--- config.mk ---
export PLATFORM = sky130hd
export DESIGN_NAME = fit_allocator_unit
export DESIGN_NICKNAME = d
export VERILOG_FILES = /design/src/rtl/fa_pkg.sv /design/src/rtl/fa_ctrl.sv /design/src/rtl/fa_datapath.sv /design/src/rtl/fit_allocator_unit.sv
export SDC_FILE = /design/constraint.sdc
export NUM_CORES = 1
export LEC_CHECK = 0
export BUFFER_PORTS_ARGS = -buffer_cell sky130_fd_sc_hd__buf_2
export CORE_ASPECT_RATIO = 1.2
export CORE_MARGIN = 1.5
export CORE_UTILIZATION = 60
export DETAILED_ROUTE_END_ITERATION = 16
export PLACE_DENSITY = 0.8
export SYNTH_ARGS = -nofsm -noshare
export SYNTH_HDL_FRONTEND = slang
export SYNTH_SLANG_ARGS = --single-unit
--- constraint.sdc ---
create_clock -name aclk -period 12.04 [get_ports aclk]
set_clock_uncertainty 0.2 [all_clocks]
set_input_delay 1.204 -clock aclk [delete_from_list [all_inputs] [get_ports aclk]]
set_output_delay 1.204 -clock aclk [all_outputs]
set_load 0.01 [all_outputs]
--- src/rtl/fa_pkg.sv ---
`timescale 1ns / 1ps
`default_nettype none
// ----------------------------------------------------------------------------
// fa_pkg
// Shared types and constants of the fit allocator: stream field layout,
// register indexes, placement policy codes, controller state and the
// command/status bundles between controller and datapath.
// ----------------------------------------------------------------------------
package fa_pkg;

    // Stream field widths and positions
    localparam int unsigned IDX_FIELD_W  = 4;
    localparam int unsigned SIZE_FIELD_W = 16;
    localparam int unsigned TDATA_W      = 24;
    localparam int unsigned IDX_LSB      = 0;
    localparam int unsigned SIZE_LSB     = 4;

    // Opcode carried in s_tuser
    localparam logic OP_LOAD    = 1'b0;
    localparam logic OP_REQUEST = 1'b1;

    // Configuration port
    localparam int unsigned CFG_IDX_W  = 1;
    localparam int unsigned CFG_DATA_W = 5;
    localparam logic [CFG_IDX_W-1:0] CFG_FIT_MODE    = 1'b0;
    localparam logic [CFG_IDX_W-1:0] CFG_BLOCK_COUNT = 1'b1;

    // Placement policy codes; the unused code acts as first fit
    localparam logic [1:0] MODE_FIRST = 2'd0;
    localparam logic [1:0] MODE_BEST  = 2'd1;
    localparam logic [1:0] MODE_WORST = 2'd2;

    typedef enum logic [1:0] {
        ST_IDLE,
        ST_SCAN,
        ST_DONE
    } fa_state_t;

    // Controller to datapath
    typedef struct packed {
        logic take_item;  // latch the accepted item, reset the scan
        logic scan_en;    // step the table scan
        logic finish;     // write back and load the result register
    } fa_cmd_t;

    // Datapath to controller
    typedef struct packed {
        logic scan_done;  // no more entries to read
        logic out_free;   // result register can take a new result
    } fa_sts_t;

endpackage : fa_pkg
`default_nettype wire

--- src/rtl/fa_ctrl.sv ---
`timescale 1ns / 1ps
`default_nettype none
// ----------------------------------------------------------------------------
// fa_ctrl
// Controller: accepts one item at a time, runs the scan for requests and
// hands the result to the output register once it is free.
// ----------------------------------------------------------------------------
module fa_ctrl
    import fa_pkg::*;
(
    input  wire logic    aclk,
    input  wire logic    aresetn,
    input  wire logic    s_tvalid,
    input  wire logic    s_opcode,
    output logic         s_tready,
    input  wire fa_sts_t sts,
    output fa_cmd_t      cmd
);

    fa_state_t state_reg;
    fa_state_t state_next;

    // State register
    always_ff @(posedge aclk) begin
        if (!aresetn) begin
            state_reg <= ST_IDLE;
        end else begin
            state_reg <= state_next;
        end
    end

    // Next state
    always_comb begin
        state_next = state_reg;
        unique case (state_reg)
            ST_IDLE: begin
                if (s_tvalid) begin
                    state_next = (s_opcode == OP_REQUEST) ? ST_SCAN : ST_DONE;
                end
            end
            ST_SCAN: begin
                if (sts.scan_done) begin
                    state_next = ST_DONE;
                end
            end
            ST_DONE: begin
                if (sts.out_free) begin
                    state_next = ST_IDLE;
                end
            end
            default: state_next = ST_IDLE;
        endcase
    end

    // Outputs
    always_comb begin
        s_tready      = 1'b0;
        cmd.take_item = 1'b0;
        cmd.scan_en   = 1'b0;
        cmd.finish    = 1'b0;
        unique case (state_reg)
            ST_IDLE: begin
                s_tready      = 1'b1;
                cmd.take_item = s_tvalid;
            end
            ST_SCAN: begin
                cmd.scan_en = 1'b1;
            end
            ST_DONE: begin
                cmd.finish = sts.out_free;
            end
            default: begin
                s_tready = 1'b0;
            end
        endcase
    end

endmodule : fa_ctrl
`default_nettype wire

--- src/rtl/fa_datapath.sv ---
`timescale 1ns / 1ps
`default_nettype none
// ----------------------------------------------------------------------------
// fa_datapath
// Free-size table, configuration registers, one-entry-per-cycle scan with
// pick tracking, write-back and the result register.
// ----------------------------------------------------------------------------
module fa_datapath
    import fa_pkg::*;
#(
    parameter int unsigned NUM_BLOCKS = 16,
    parameter int unsigned SIZE_BITS  = 16
) (
    input  wire logic                  aclk,
    input  wire logic                  aresetn,
    input  wire logic                  cfg_valid,
    input  wire logic [CFG_IDX_W-1:0]  cfg_index,
    input  wire logic [CFG_DATA_W-1:0] cfg_data,
    input  wire logic [TDATA_W-1:0]    s_tdata,
    input  wire logic                  s_tuser,
    input  wire logic                  s_tlast,
    input  wire logic                  m_tready,
    output logic                       m_tvalid,
    output logic [TDATA_W-1:0]         m_tdata,
    output logic                       m_tuser,
    output logic                       m_tlast,
    input  wire fa_cmd_t               cmd,
    output fa_sts_t                    sts
);

    localparam int unsigned IDX_W = (NUM_BLOCKS > 1) ? $clog2(NUM_BLOCKS) : 1;
    localparam int unsigned CNT_W = $clog2(NUM_BLOCKS + 1);

    // Configuration
    logic [1:0]            mode_reg;
    logic [CFG_DATA_W-1:0] count_reg;

    // Latched item
    logic                   op_reg;
    logic [IDX_FIELD_W-1:0] idx_reg;
    logic [SIZE_BITS-1:0]   sz_reg;
    logic                   end_reg;

    // Scan state
    logic [CNT_W-1:0]     n_reg;
    logic [CNT_W-1:0]     addr_reg;
    logic                 rd_vld_reg;
    logic [IDX_W-1:0]     rd_tag_reg;
    logic [SIZE_BITS-1:0] rd_data_reg;
    logic                 found_reg;
    logic [IDX_W-1:0]     pick_reg;
    logic [SIZE_BITS-1:0] pick_val_reg;

    // Table
    logic [SIZE_BITS-1:0]  mem [NUM_BLOCKS];
    logic [NUM_BLOCKS-1:0] valid_reg;

    // Result register
    logic                    out_vld_reg;
    logic                    out_grant_reg;
    logic [IDX_FIELD_W-1:0]  out_idx_reg;
    logic [SIZE_FIELD_W-1:0] out_space_reg;
    logic                    out_last_reg;

    logic [CNT_W-1:0]     n_clamp;
    logic                 issue;
    logic [IDX_W-1:0]     rd_addr;
    logic [SIZE_BITS-1:0] entry_val;
    logic                 fits;
    logic                 take_pick;
    logic [SIZE_BITS-1:0] remain;
    logic                 load_ok;
    logic                 mem_we;
    logic [IDX_W-1:0]     wr_addr;
    logic [SIZE_BITS-1:0] wr_data;

    // Configuration writes
    always_ff @(posedge aclk) begin
        if (!aresetn) begin
            mode_reg  <= MODE_FIRST;
            count_reg <= '0;
        end else if (cfg_valid) begin
            unique case (cfg_index)
                CFG_FIT_MODE:    mode_reg  <= cfg_data[1:0];
                CFG_BLOCK_COUNT: count_reg <= cfg_data;
                default:         mode_reg  <= mode_reg;
            endcase
        end
    end

    // Active block count, limited to the table depth
    assign n_clamp = (32'(count_reg) > NUM_BLOCKS) ? CNT_W'(NUM_BLOCKS)
                                                   : CNT_W'(count_reg);

    // Latch the accepted item
    always_ff @(posedge aclk) begin
        if (cmd.take_item) begin
            op_reg  <= s_tuser;
            idx_reg <= s_tdata[IDX_LSB +: IDX_FIELD_W];
            sz_reg  <= SIZE_BITS'(s_tdata[SIZE_LSB +: SIZE_FIELD_W]);
            end_reg <= s_tlast;
            n_reg   <= n_clamp;
        end
    end

    // Scan address and read pipeline
    assign issue   = cmd.scan_en && (addr_reg != n_reg);
    assign rd_addr = addr_reg[IDX_W-1:0];

    always_ff @(posedge aclk) begin
        if (!aresetn) begin
            rd_vld_reg <= 1'b0;
            addr_reg   <= '0;
        end else begin
            rd_vld_reg <= issue;
            if (cmd.take_item) begin
                addr_reg <= '0;
            end else if (issue) begin
                addr_reg <= addr_reg + CNT_W'(1);
            end
        end
    end

    always_ff @(posedge aclk) begin
        if (issue) begin
            rd_data_reg <= mem[rd_addr];
            rd_tag_reg  <= rd_addr;
        end
    end

    // Compare stage: never-written entries read as zero
    assign entry_val = valid_reg[rd_tag_reg] ? rd_data_reg : '0;
    assign fits      = (entry_val >= sz_reg);
    assign take_pick = rd_vld_reg && fits &&
                       (!found_reg ||
                        ((mode_reg == MODE_BEST)  && (entry_val < pick_val_reg)) ||
                        ((mode_reg == MODE_WORST) && (entry_val > pick_val_reg)));

    always_ff @(posedge aclk) begin
        if (!aresetn) begin
            found_reg <= 1'b0;
        end else if (cmd.take_item) begin
            found_reg <= 1'b0;
        end else if (take_pick) begin
            found_reg <= 1'b1;
        end
    end

    always_ff @(posedge aclk) begin
        if (take_pick) begin
            pick_reg     <= rd_tag_reg;
            pick_val_reg <= entry_val;
        end
    end

    // Write-back
    assign remain  = pick_val_reg - sz_reg;
    assign load_ok = ({{(32-IDX_FIELD_W){1'b0}}, idx_reg} < 32'(NUM_BLOCKS));

    always_comb begin
        if (op_reg == OP_REQUEST) begin
            mem_we  = cmd.finish && found_reg;
            wr_addr = pick_reg;
            wr_data = remain;
        end else begin
            mem_we  = cmd.finish && load_ok;
            wr_addr = IDX_W'(idx_reg);
            wr_data = sz_reg;
        end
    end

    always_ff @(posedge aclk) begin
        if (mem_we) begin
            mem[wr_addr] <= wr_data;
        end
    end

    always_ff @(posedge aclk) begin
        if (!aresetn) begin
            valid_reg <= '0;
        end else if (mem_we) begin
            valid_reg[wr_addr] <= 1'b1;
        end
    end

    // Result register
    always_ff @(posedge aclk) begin
        if (!aresetn) begin
            out_vld_reg <= 1'b0;
        end else if (cmd.finish) begin
            out_vld_reg <= 1'b1;
        end else if (m_tready) begin
            out_vld_reg <= 1'b0;
        end
    end

    always_ff @(posedge aclk) begin
        if (cmd.finish) begin
            if (op_reg == OP_REQUEST) begin
                out_grant_reg <= found_reg;
                out_idx_reg   <= found_reg ? IDX_FIELD_W'(pick_reg) : '0;
                out_space_reg <= found_reg ? SIZE_FIELD_W'(remain) : '0;
                out_last_reg  <= end_reg;
            end else begin
                out_grant_reg <= 1'b0;
                out_idx_reg   <= '0;
                out_space_reg <= load_ok ? SIZE_FIELD_W'(sz_reg) : '0;
                out_last_reg  <= 1'b0;
            end
        end
    end

    assign m_tvalid = out_vld_reg;
    assign m_tuser  = out_grant_reg;
    assign m_tlast  = out_last_reg;
    assign m_tdata  = {{(TDATA_W-SIZE_FIELD_W-IDX_FIELD_W){1'b0}},
                       out_space_reg, out_idx_reg};

    // Status
    assign sts.scan_done = (addr_reg == n_reg);
    assign sts.out_free  = !out_vld_reg || m_tready;

endmodule : fa_datapath
`default_nettype wire

--- src/rtl/fit_allocator_unit.sv ---
`timescale 1ns / 1ps
`default_nettype none
// ----------------------------------------------------------------------------
// fit_allocator_unit
// Memory block placement by first, best or worst fit over a table of free
// sizes, with a load operation to set a block's size.
// ----------------------------------------------------------------------------
//
//  Channel  Direction  Handshake            Content
//  s_       in         s_tvalid/s_tready    load or request item
//  m_       out        m_tvalid/m_tready    one result per item
//  cfg_     in         cfg_valid/cfg_ready  fit_mode (0), block_count (1)
//
//  A request scans n table entries after acceptance, n the active
//  block count limited to NUM_BLOCKS: the scan reads one table entry per
//  cycle through the registered memory read port. A load skips the scan.
//  One item is in work at a time; the next is taken while a result waits.
//  Reset clears state, configuration and the per-entry valid bits at once.
//  A stalled m_ side holds the item in its last cycle until the result
//  register frees.
//
module fit_allocator_unit
    import fa_pkg::*;
#(
    parameter int unsigned NUM_BLOCKS = 16,
    parameter int unsigned SIZE_BITS  = 16
) (
    input  wire logic                  aclk,
    input  wire logic                  aresetn,
    // Configuration write
    input  wire logic                  cfg_valid,
    output logic                       cfg_ready,
    input  wire logic [CFG_IDX_W-1:0]  cfg_index,
    input  wire logic [CFG_DATA_W-1:0] cfg_data,
    // Input items
    input  wire logic                  s_tvalid,
    output logic                       s_tready,
    input  wire logic [TDATA_W-1:0]    s_tdata,   // [3:0] load_index, [19:4] size_value
    input  wire logic                  s_tuser,   // [0] opcode
    input  wire logic                  s_tlast,   // last_request
    // Results
    output logic                       m_tvalid,
    input  wire logic                  m_tready,
    output logic [TDATA_W-1:0]         m_tdata,   // [3:0] block_index, [19:4] space_left
    output logic                       m_tuser,   // [0] granted
    output logic                       m_tlast    // batch_end
);

    fa_cmd_t cmd;
    fa_sts_t sts;

    // Registers are always writable
    assign cfg_ready = 1'b1;

    fa_ctrl u_ctrl (
        .aclk     (aclk),
        .aresetn  (aresetn),
        .s_tvalid (s_tvalid),
        .s_opcode (s_tuser),
        .s_tready (s_tready),
        .sts      (sts),
        .cmd      (cmd)
    );

    fa_datapath #(
        .NUM_BLOCKS (NUM_BLOCKS),
        .SIZE_BITS  (SIZE_BITS)
    ) u_datapath (
        .aclk      (aclk),
        .aresetn   (aresetn),
        .cfg_valid (cfg_valid),
        .cfg_index (cfg_index),
        .cfg_data  (cfg_data),
        .s_tdata   (s_tdata),
        .s_tuser   (s_tuser),
        .s_tlast   (s_tlast),
        .m_tready  (m_tready),
        .m_tvalid  (m_tvalid),
        .m_tdata   (m_tdata),
        .m_tuser   (m_tuser),
        .m_tlast   (m_tlast),
        .cmd       (cmd),
        .sts       (sts)
    );

endmodule : fit_allocator_unit
`default_nettype wire

==> results_dict.tcl, run 1 <==
set metrics [dict create \
    cts_made_buffers 36 \
    initial_utilization_pct 61.5 \
    drv_slew 0 \
    cp_num_buf_inv 1 \
    sequentialPowerShare_pct 54.5 \
    dieArea_mm2 0.0273 \
    netlist_area_mm2 0.0158 \
    cp_slowest_cell "mux2i_2" \
    core_mm2 0.0256 \
    ios 66 \
    crit_chain "mux4_2 > mux2i_1 > mux2i_2 > and2_1 > ha_1 > a21o_1 > a2111oi_0 > o21ai_0 > a31oi_1 > a211oi_1 > a21oi_1 > a21oi_2 > buf_4" \
    cp_top_family "compound AO/OA/AOI/OAI gates" \
    rows 64 \
    synth-edff-count 345 \
    io_buffers 56 \
    fin_crit_ns 4.64 \
    peakVddDrop_v 0.0000892 \
    areaGrowthSynthToFinish_pct 12.6 \
    finalSetupViolations 0 \
    hold_viol_final 0 \
    yosysTopAreaCellShare_pct 65.7 \
    synth_top_cells_by_area "edfxtp_1 66%, mux4_2 12%, dfxtp_1 4.2%" \
    ant_nets 0 \
    p_switching_mw 0.596 \
    cts_tree "done" \
    drt-vias-per-instance 6.43 \
    required_ns 12.10 \
    largest_reg_flops 256 \
    min_path_type "flop to flop" \
    htreeDepth 2 \
    setup_ws_ns 7.40 \
    met3_usage_pct 3.72 \
    num-nets-final 1080 \
    largest_register "u_datapath.mem" \
    clock_path_buffers 3 \
    insertion_delay_ns 0.52 \
    yosysWarnings 0 \
    clkSinkCount 378 \
    ctsResizeCount 0 \
    arrival_ns 4.69 \
    final_cell_mix "345 x edfxtp_1, 84 x mux4_2, 56 x buf_2" \
    grt_max_degree 69 \
    ys_ff_latch 378 \
    drv_cap 0 \
    clkTransAtPathRegs_ns 0.06 \
    cts_setup_buffers 0 \
    vias 8681 \
    drc 0 \
    worst_slew_pin_slew_ns 1.37 \
    fmax_mhz 216 \
    period_share_pct 38.5 \
    finalWirelength_mm 34.9 \
    outcome "finished clean" \
    antennaDiodeCount 0 \
    rsz0062_at_grt "false" \
    cp-start-kind "flop" \
    synth_cells 904 \
    grt_usage_pct 26.4 \
    fill_cells 1588 \
    grt_pass1_vias 9078 \
    postCtsHoldBufs 0 \
    pre_cts_ws_ns 7.45 \
    gp_congestion 0.903 \
    layout-drive-gt1-share_pct 24.9 \
    clkPwrFrac_pct 39.4 \
    slowest_delay_ns 0.71 \
    seq_area_frac_synth_pct 69.9 \
    critPathKind "flop to flop" \
    leakagePower_nw 6.09 \
    power.internal_mw 2.16 \
    use_met1_pct 32.9 \
    p_per_area_mw_per_mm2 155 \
    antenna_found_initial 0 \
    synthDistinctLibCells 63 \
    async_flop_share_pct 0 \
    wl_per_cell_um 25.8 \
    post-route-util_pct 69.3 \
    cts_root_buffer "clkbuf_16" \
    slew_headroom_pct 8.89 \
    endpoint_kind "flop" \
    yosysTopAreaCell "edfxtp_1" \
    die_x_um 151 \
    dr.pass1.iters 5 \
    met2_usage_pct 45.7 \
    combPwrFrac_pct 6.2 \
    setup_tns_ns 0 \
    layout.cells.most_common "edfxtp_1" \
    total_power_mw 2.76 \
    p_sw_share_pct 21.6 \
    drtIter0Drc 840 \
    worstPathMaxFanout 18 \
    dpl_cell_area_mm2 0.0166 \
    chipHeight_um 181 \
    grt_pass1_wl_mm 52.1 \
    synth_flop_cell "edfxtp_1" \
    postLayoutCellArea_mm2 0.0177 \
    syn_avg_cell_area_um2 17.4 \
    dp_hpwl_mm 20.6 \
    grt-ovfl-total 0 \
    globalRoute.busiestLayer "met2" \
]
metal layers:
layer / part of all wire [%] / up-vias
met5: 0 / -
met4: 3.7 / 0
met3: 8.6 / 94
met2: 52 / 469
met1: 35 / 4385
li1: - / 3733
per-stage QoR:
stage | cells | hold WS [ns]
after global routing | 1351 | 0.284
after CTS | 1351 | 0.262
after floorplan | 907 | 0.206
after global placement | 1288 | 0.243
final | 1351 | 0.259
after detailed placement | 1288 | 0.249
Yosys cell counts (2+ instances only):
| library cell | count |
|---|---|
| or3_1 | 2 |
| clkbuf_1 | 25 |
| nor3_1 | 12 |
| buf_4 | 5 |
| nand3_1 | 12 |
| a31o_2 | 2 |
| o21ai_0 | 15 |
| nand2_1 | 33 |
| o31ai_1 | 8 |
| edfxtp_1 | 345 |
| dfxtp_1 | 33 |
| a21boi_0 | 8 |
| o22ai_1 | 4 |
| and3_1 | 5 |
| nor2b_1 | 17 |
| mux4_2 | 84 |
| nand4_1 | 8 |
| xor2_1 | 7 |
| and2_1 | 19 |
| nor2_1 | 44 |
| nand2b_1 | 4 |
| a21oi_1 | 22 |
| mux2i_1 | 8 |
| a31oi_1 | 5 |
| inv_1 | 46 |
| o21a_1 | 27 |
| a221o_1 | 2 |
| a211oi_1 | 2 |
| ha_1 | 46 |
| conb_1 | 2 |
| a21o_1 | 7 |
| buf_2 | 5 |
| xnor2_1 | 9 |
| o21bai_1 | 2 |
cell families (layout without fill, tap and decap cells):
| kind of cell | count (synthesis) | in the layout | share of synthesized area, % |
|---|---|---|---|
| XOR/XNOR | 16 | 16 | 0.889 |
| AO/OA/AOI/OAI | 122 | 122 | 5.47 |
| flip-flops | 378 | 378 | 69.9 |
| other | 2 | 5 | 0.0477 |
| multiplexers | 93 | 93 | 12.6 |
| adder cells (fa/ha/maj) | 47 | 47 | 3.78 |
| AND/OR/NAND/NOR | 163 | 163 | 5.14 |
| buffers and inverters | 83 | 197 | 2.14 |
area by class of cell:
type / instances / area (µm²) / share of cell area [%]
repair buffers: 87 / 513 / 2.89
multi-input cells: 446 / 4480 / 25.2
inverters: 47 / 176 / 0.994
clock inverters: 15 / 92.6 / 0.522
well taps: 330 / 413 / 2.33
flip-flops and latches: 378 / 11000 / 62.1
clock buffers: 48 / 1050 / 5.92
power by group through the flow:
stage | combinational (mW) | clock (mW) | sequential, mW
3_5_place_dp | 0.168 | 0 | 1.53
6_report | 0.171 | 1.09 | 1.50
5_1_grt | 0.185 | 1.15 | 1.51
2_1_floorplan | 0.109 | 0 | 1.52
4_1_cts | 0.170 | 1.10 | 1.50
3_3_place_gp | 0.161 | 0 | 1.53
final timing paths:
path	depth (start not counted)	startpoint	end	slack (ns)
max	13	u_datapath.rd_tag_reg[2]$_DFFE_PP_	u_datapath.pick_val_reg[13]$_DFFE_PP_	7.40
min reg2reg	1	u_datapath.valid_reg[7]$_SDFFE_PN0P_	u_datapath.valid_reg[7]$_SDFFE_PN0P_	0.26
min	1	u_datapath.valid_reg[7]$_SDFFE_PN0P_	u_datapath.valid_reg[7]$_SDFFE_PN0P_	0.26
max reg2reg	13	u_datapath.rd_tag_reg[2]$_DFFE_PP_	u_datapath.pick_val_reg[13]$_DFFE_PP_	7.40
No activity file was read; power rests on OpenSTA's default activity.
==> run 2: changes to the inputs <==
==> constraint.sdc (replaced) <==
create_clock -name aclk -period 4.62 [get_ports aclk]
set_clock_uncertainty 0.2 [all_clocks]
set_input_delay 0.462 -clock aclk [delete_from_list [all_inputs] [get_ports aclk]]
set_output_delay 0.462 -clock aclk [all_outputs]
set_load 0.01 [all_outputs]
==> run 2 against run 1 <==
Setup slack got worse by 7.0 ns. Global-route usage increased by 0.89 points. Via count increased by 1.6%. Sequential cell count unchanged. First-iteration DRC count decreased by 11%. Clock power increased to 2.6 times the previous value. Largest cell class unchanged. Register-to-register slack got worse by 7.0 ns. Design area increased by 1.7%. Critical path type unchanged.
==> results_dict.tcl, run 2 (same netlist as run 1, synthesis figures left out) <==
set metrics [dict create \
    gp_congestion 0.890 \
    core_mm2 0.0256 \
    critPathKind "flop to flop" \
    drc 0 \
    clkSinkCount 378 \
    io_buffers 56 \
    chipHeight_um 181 \
    grt-ovfl-total 0 \
    layout.cells.most_common "edfxtp_1" \
    total_power_mw 7.18 \
    fmax_mhz 235 \
    required_ns 4.64 \
    ant_nets 0 \
    largest_register "u_datapath.mem" \
    worst_slew_pin_slew_ns 1.29 \
    drv_slew 0 \
    postLayoutCellArea_mm2 0.0180 \
    fin_crit_ns 4.26 \
    grt_max_degree 67 \
    p_per_area_mw_per_mm2 398 \
    wl_per_cell_um 25.7 \
    final_cell_mix "345 x edfxtp_1, 84 x mux4_2, 56 x buf_2" \
    layout-drive-gt1-share_pct 25.0 \
    layoutNonFillerInstCount 1386 \
    rows 64 \
    min_path_type "input port to flop" \
    htreeDepth 2 \
    leakagePower_nw 6.24 \
    insertion_delay_ns 0.52 \
    dp.cells 1303 \
    worstPathMaxFanout 20 \
    ios 66 \
    grt_pass1_wl_mm 53.4 \
    grt_pass1_vias 9124 \
    dpl_cell_area_mm2 0.0167 \
    post-route-util_pct 70.4 \
    drt-vias-per-instance 6.36 \
    drtIter0Drc 744 \
    antenna_found_initial 0 \
    outcome "finished clean" \
    clkTransAtPathRegs_ns 0.06 \
    setup_tns_ns 0 \
    drv_cap 0 \
    antennaDiodeCount 0 \
    finalWirelength_mm 35.6 \
    cp-start-kind "flop" \
    dp_hpwl_mm 20.6 \
    cts_root_buffer "clkbuf_16" \
    rsz0062_at_grt "false" \
    period_share_pct 92.3 \
    fill_cells 1535 \
    dr.pass1.iters 5 \
    setup_ws_ns 0.356 \
    peakVddDrop_v 0.000264 \
    hold_ws_ns 0.00891 \
    die_x_um 151 \
    endpoint_kind "flop" \
    grt_usage_pct 27.3 \
    dieArea_mm2 0.0273 \
    num-nets-final 1117 \
    initial_utilization_pct 61.5 \
    areaGrowthSynthToFinish_pct 14.5 \
    finalSetupViolations 0 \
    vias 8816 \
    cts_made_buffers 36 \
    pre_cts_ws_ns 0.161 \
    arrival_ns 4.28 \
    slew_headroom_pct 13.7 \
    hold_viol_final 0 \
    cts_tree "done" \
    clock_path_buffers 3 \
    largest_reg_flops 256 \
]
==> run 2: changes by cell type in the layout (fill, tap and decap cells not counted), sizes merged <==
cell,before,now
dlygate4sd3,0,22
inv,50,49
clkbuf,48,50
clkinvlp,2,0
bufinv,0,1
buf,87,102
clkinv,10,8
==> run 2: where the power goes <==
| group | leakage [nW] | switching, mW | internal (mW) | total (mW) |
|---|---|---|---|---|
| clock | 0.542 | 1.20 | 1.60 | 2.80 |
| sequential | 3.45 | 0.0408 | 3.87 | 3.91 |
| combinational | 2.25 | 0.298 | 0.179 | 0.476 |
==> run 2: repair_timing <==
| action | 4_1_cts | 5_1_grt |
|---|---|---|
| setup endpoints to repair | 0 | 20 |
| hold buffers | 22 | 0 |
| resized for setup | 0 | 1 |
| endpoints found under the hold margin | 22 | 0 |
| setup buffers | 0 | 0 |
==> run 2: per-layer routing <==
layer | vias to the layer above | track usage [%] | part of all wire [%]
met4 | 0 | 12.4 | 4.2
met1 | 4474 | 34.6 | 37
met3 | 101 | 3.80 | 6.9
met5 | - | 0 | 0
met2 | 424 | 46.6 | 52
li1 | 3817 | - | -
==> run 2: worst paths after layout <==
path | startpoint | end | slack [ns] | depth (start not counted)
worst max-delay path | u_datapath.rd_tag_reg[0]$_DFFE_PP_ | u_datapath.pick_reg[1]$_DFFE_PP_ | 0.36 | 13
worst min-delay path | cfg_data[4] | u_datapath.count_reg[4]$_SDFFE_PN0P_ | 0.009 | 3
worst max register to register | u_datapath.rd_tag_reg[0]$_DFFE_PP_ | u_datapath.pick_reg[1]$_DFFE_PP_ | 0.36 | 13
worst min register to register | u_datapath.valid_reg[7]$_SDFFE_PN0P_ | u_datapath.valid_reg[7]$_SDFFE_PN0P_ | 0.26 | 1
==> run 2: final cells by class <==
class / count / area [µm²] / area share, %
clock buffer: 50 / 1020 / 5.64
clock inverter: 11 / 85.1 / 0.472
inverter: 47 / 176 / 0.978
multi-input combinational: 446 / 4480 / 24.8
sequential: 378 / 11000 / 61.1
tap: 330 / 413 / 2.29
timing repair buffer: 124 / 846 / 4.69
==> run 2: worst max-delay path, stage by stage (launching register included) <==
cell and delay, ns:
edfxtp_1 0.41, mux4_2 0.52, mux2i_1 0.20, mux2i_2 0.10, buf_4 0.20, and2_1 0.21
ha_1 0.31, a21o_1 0.16, a2111oi_0 0.61, o21ai_0 0.19, a31oi_1 0.21, a211oi_1 0.08
a21oi_1 0.36, a21oi_4 0.21
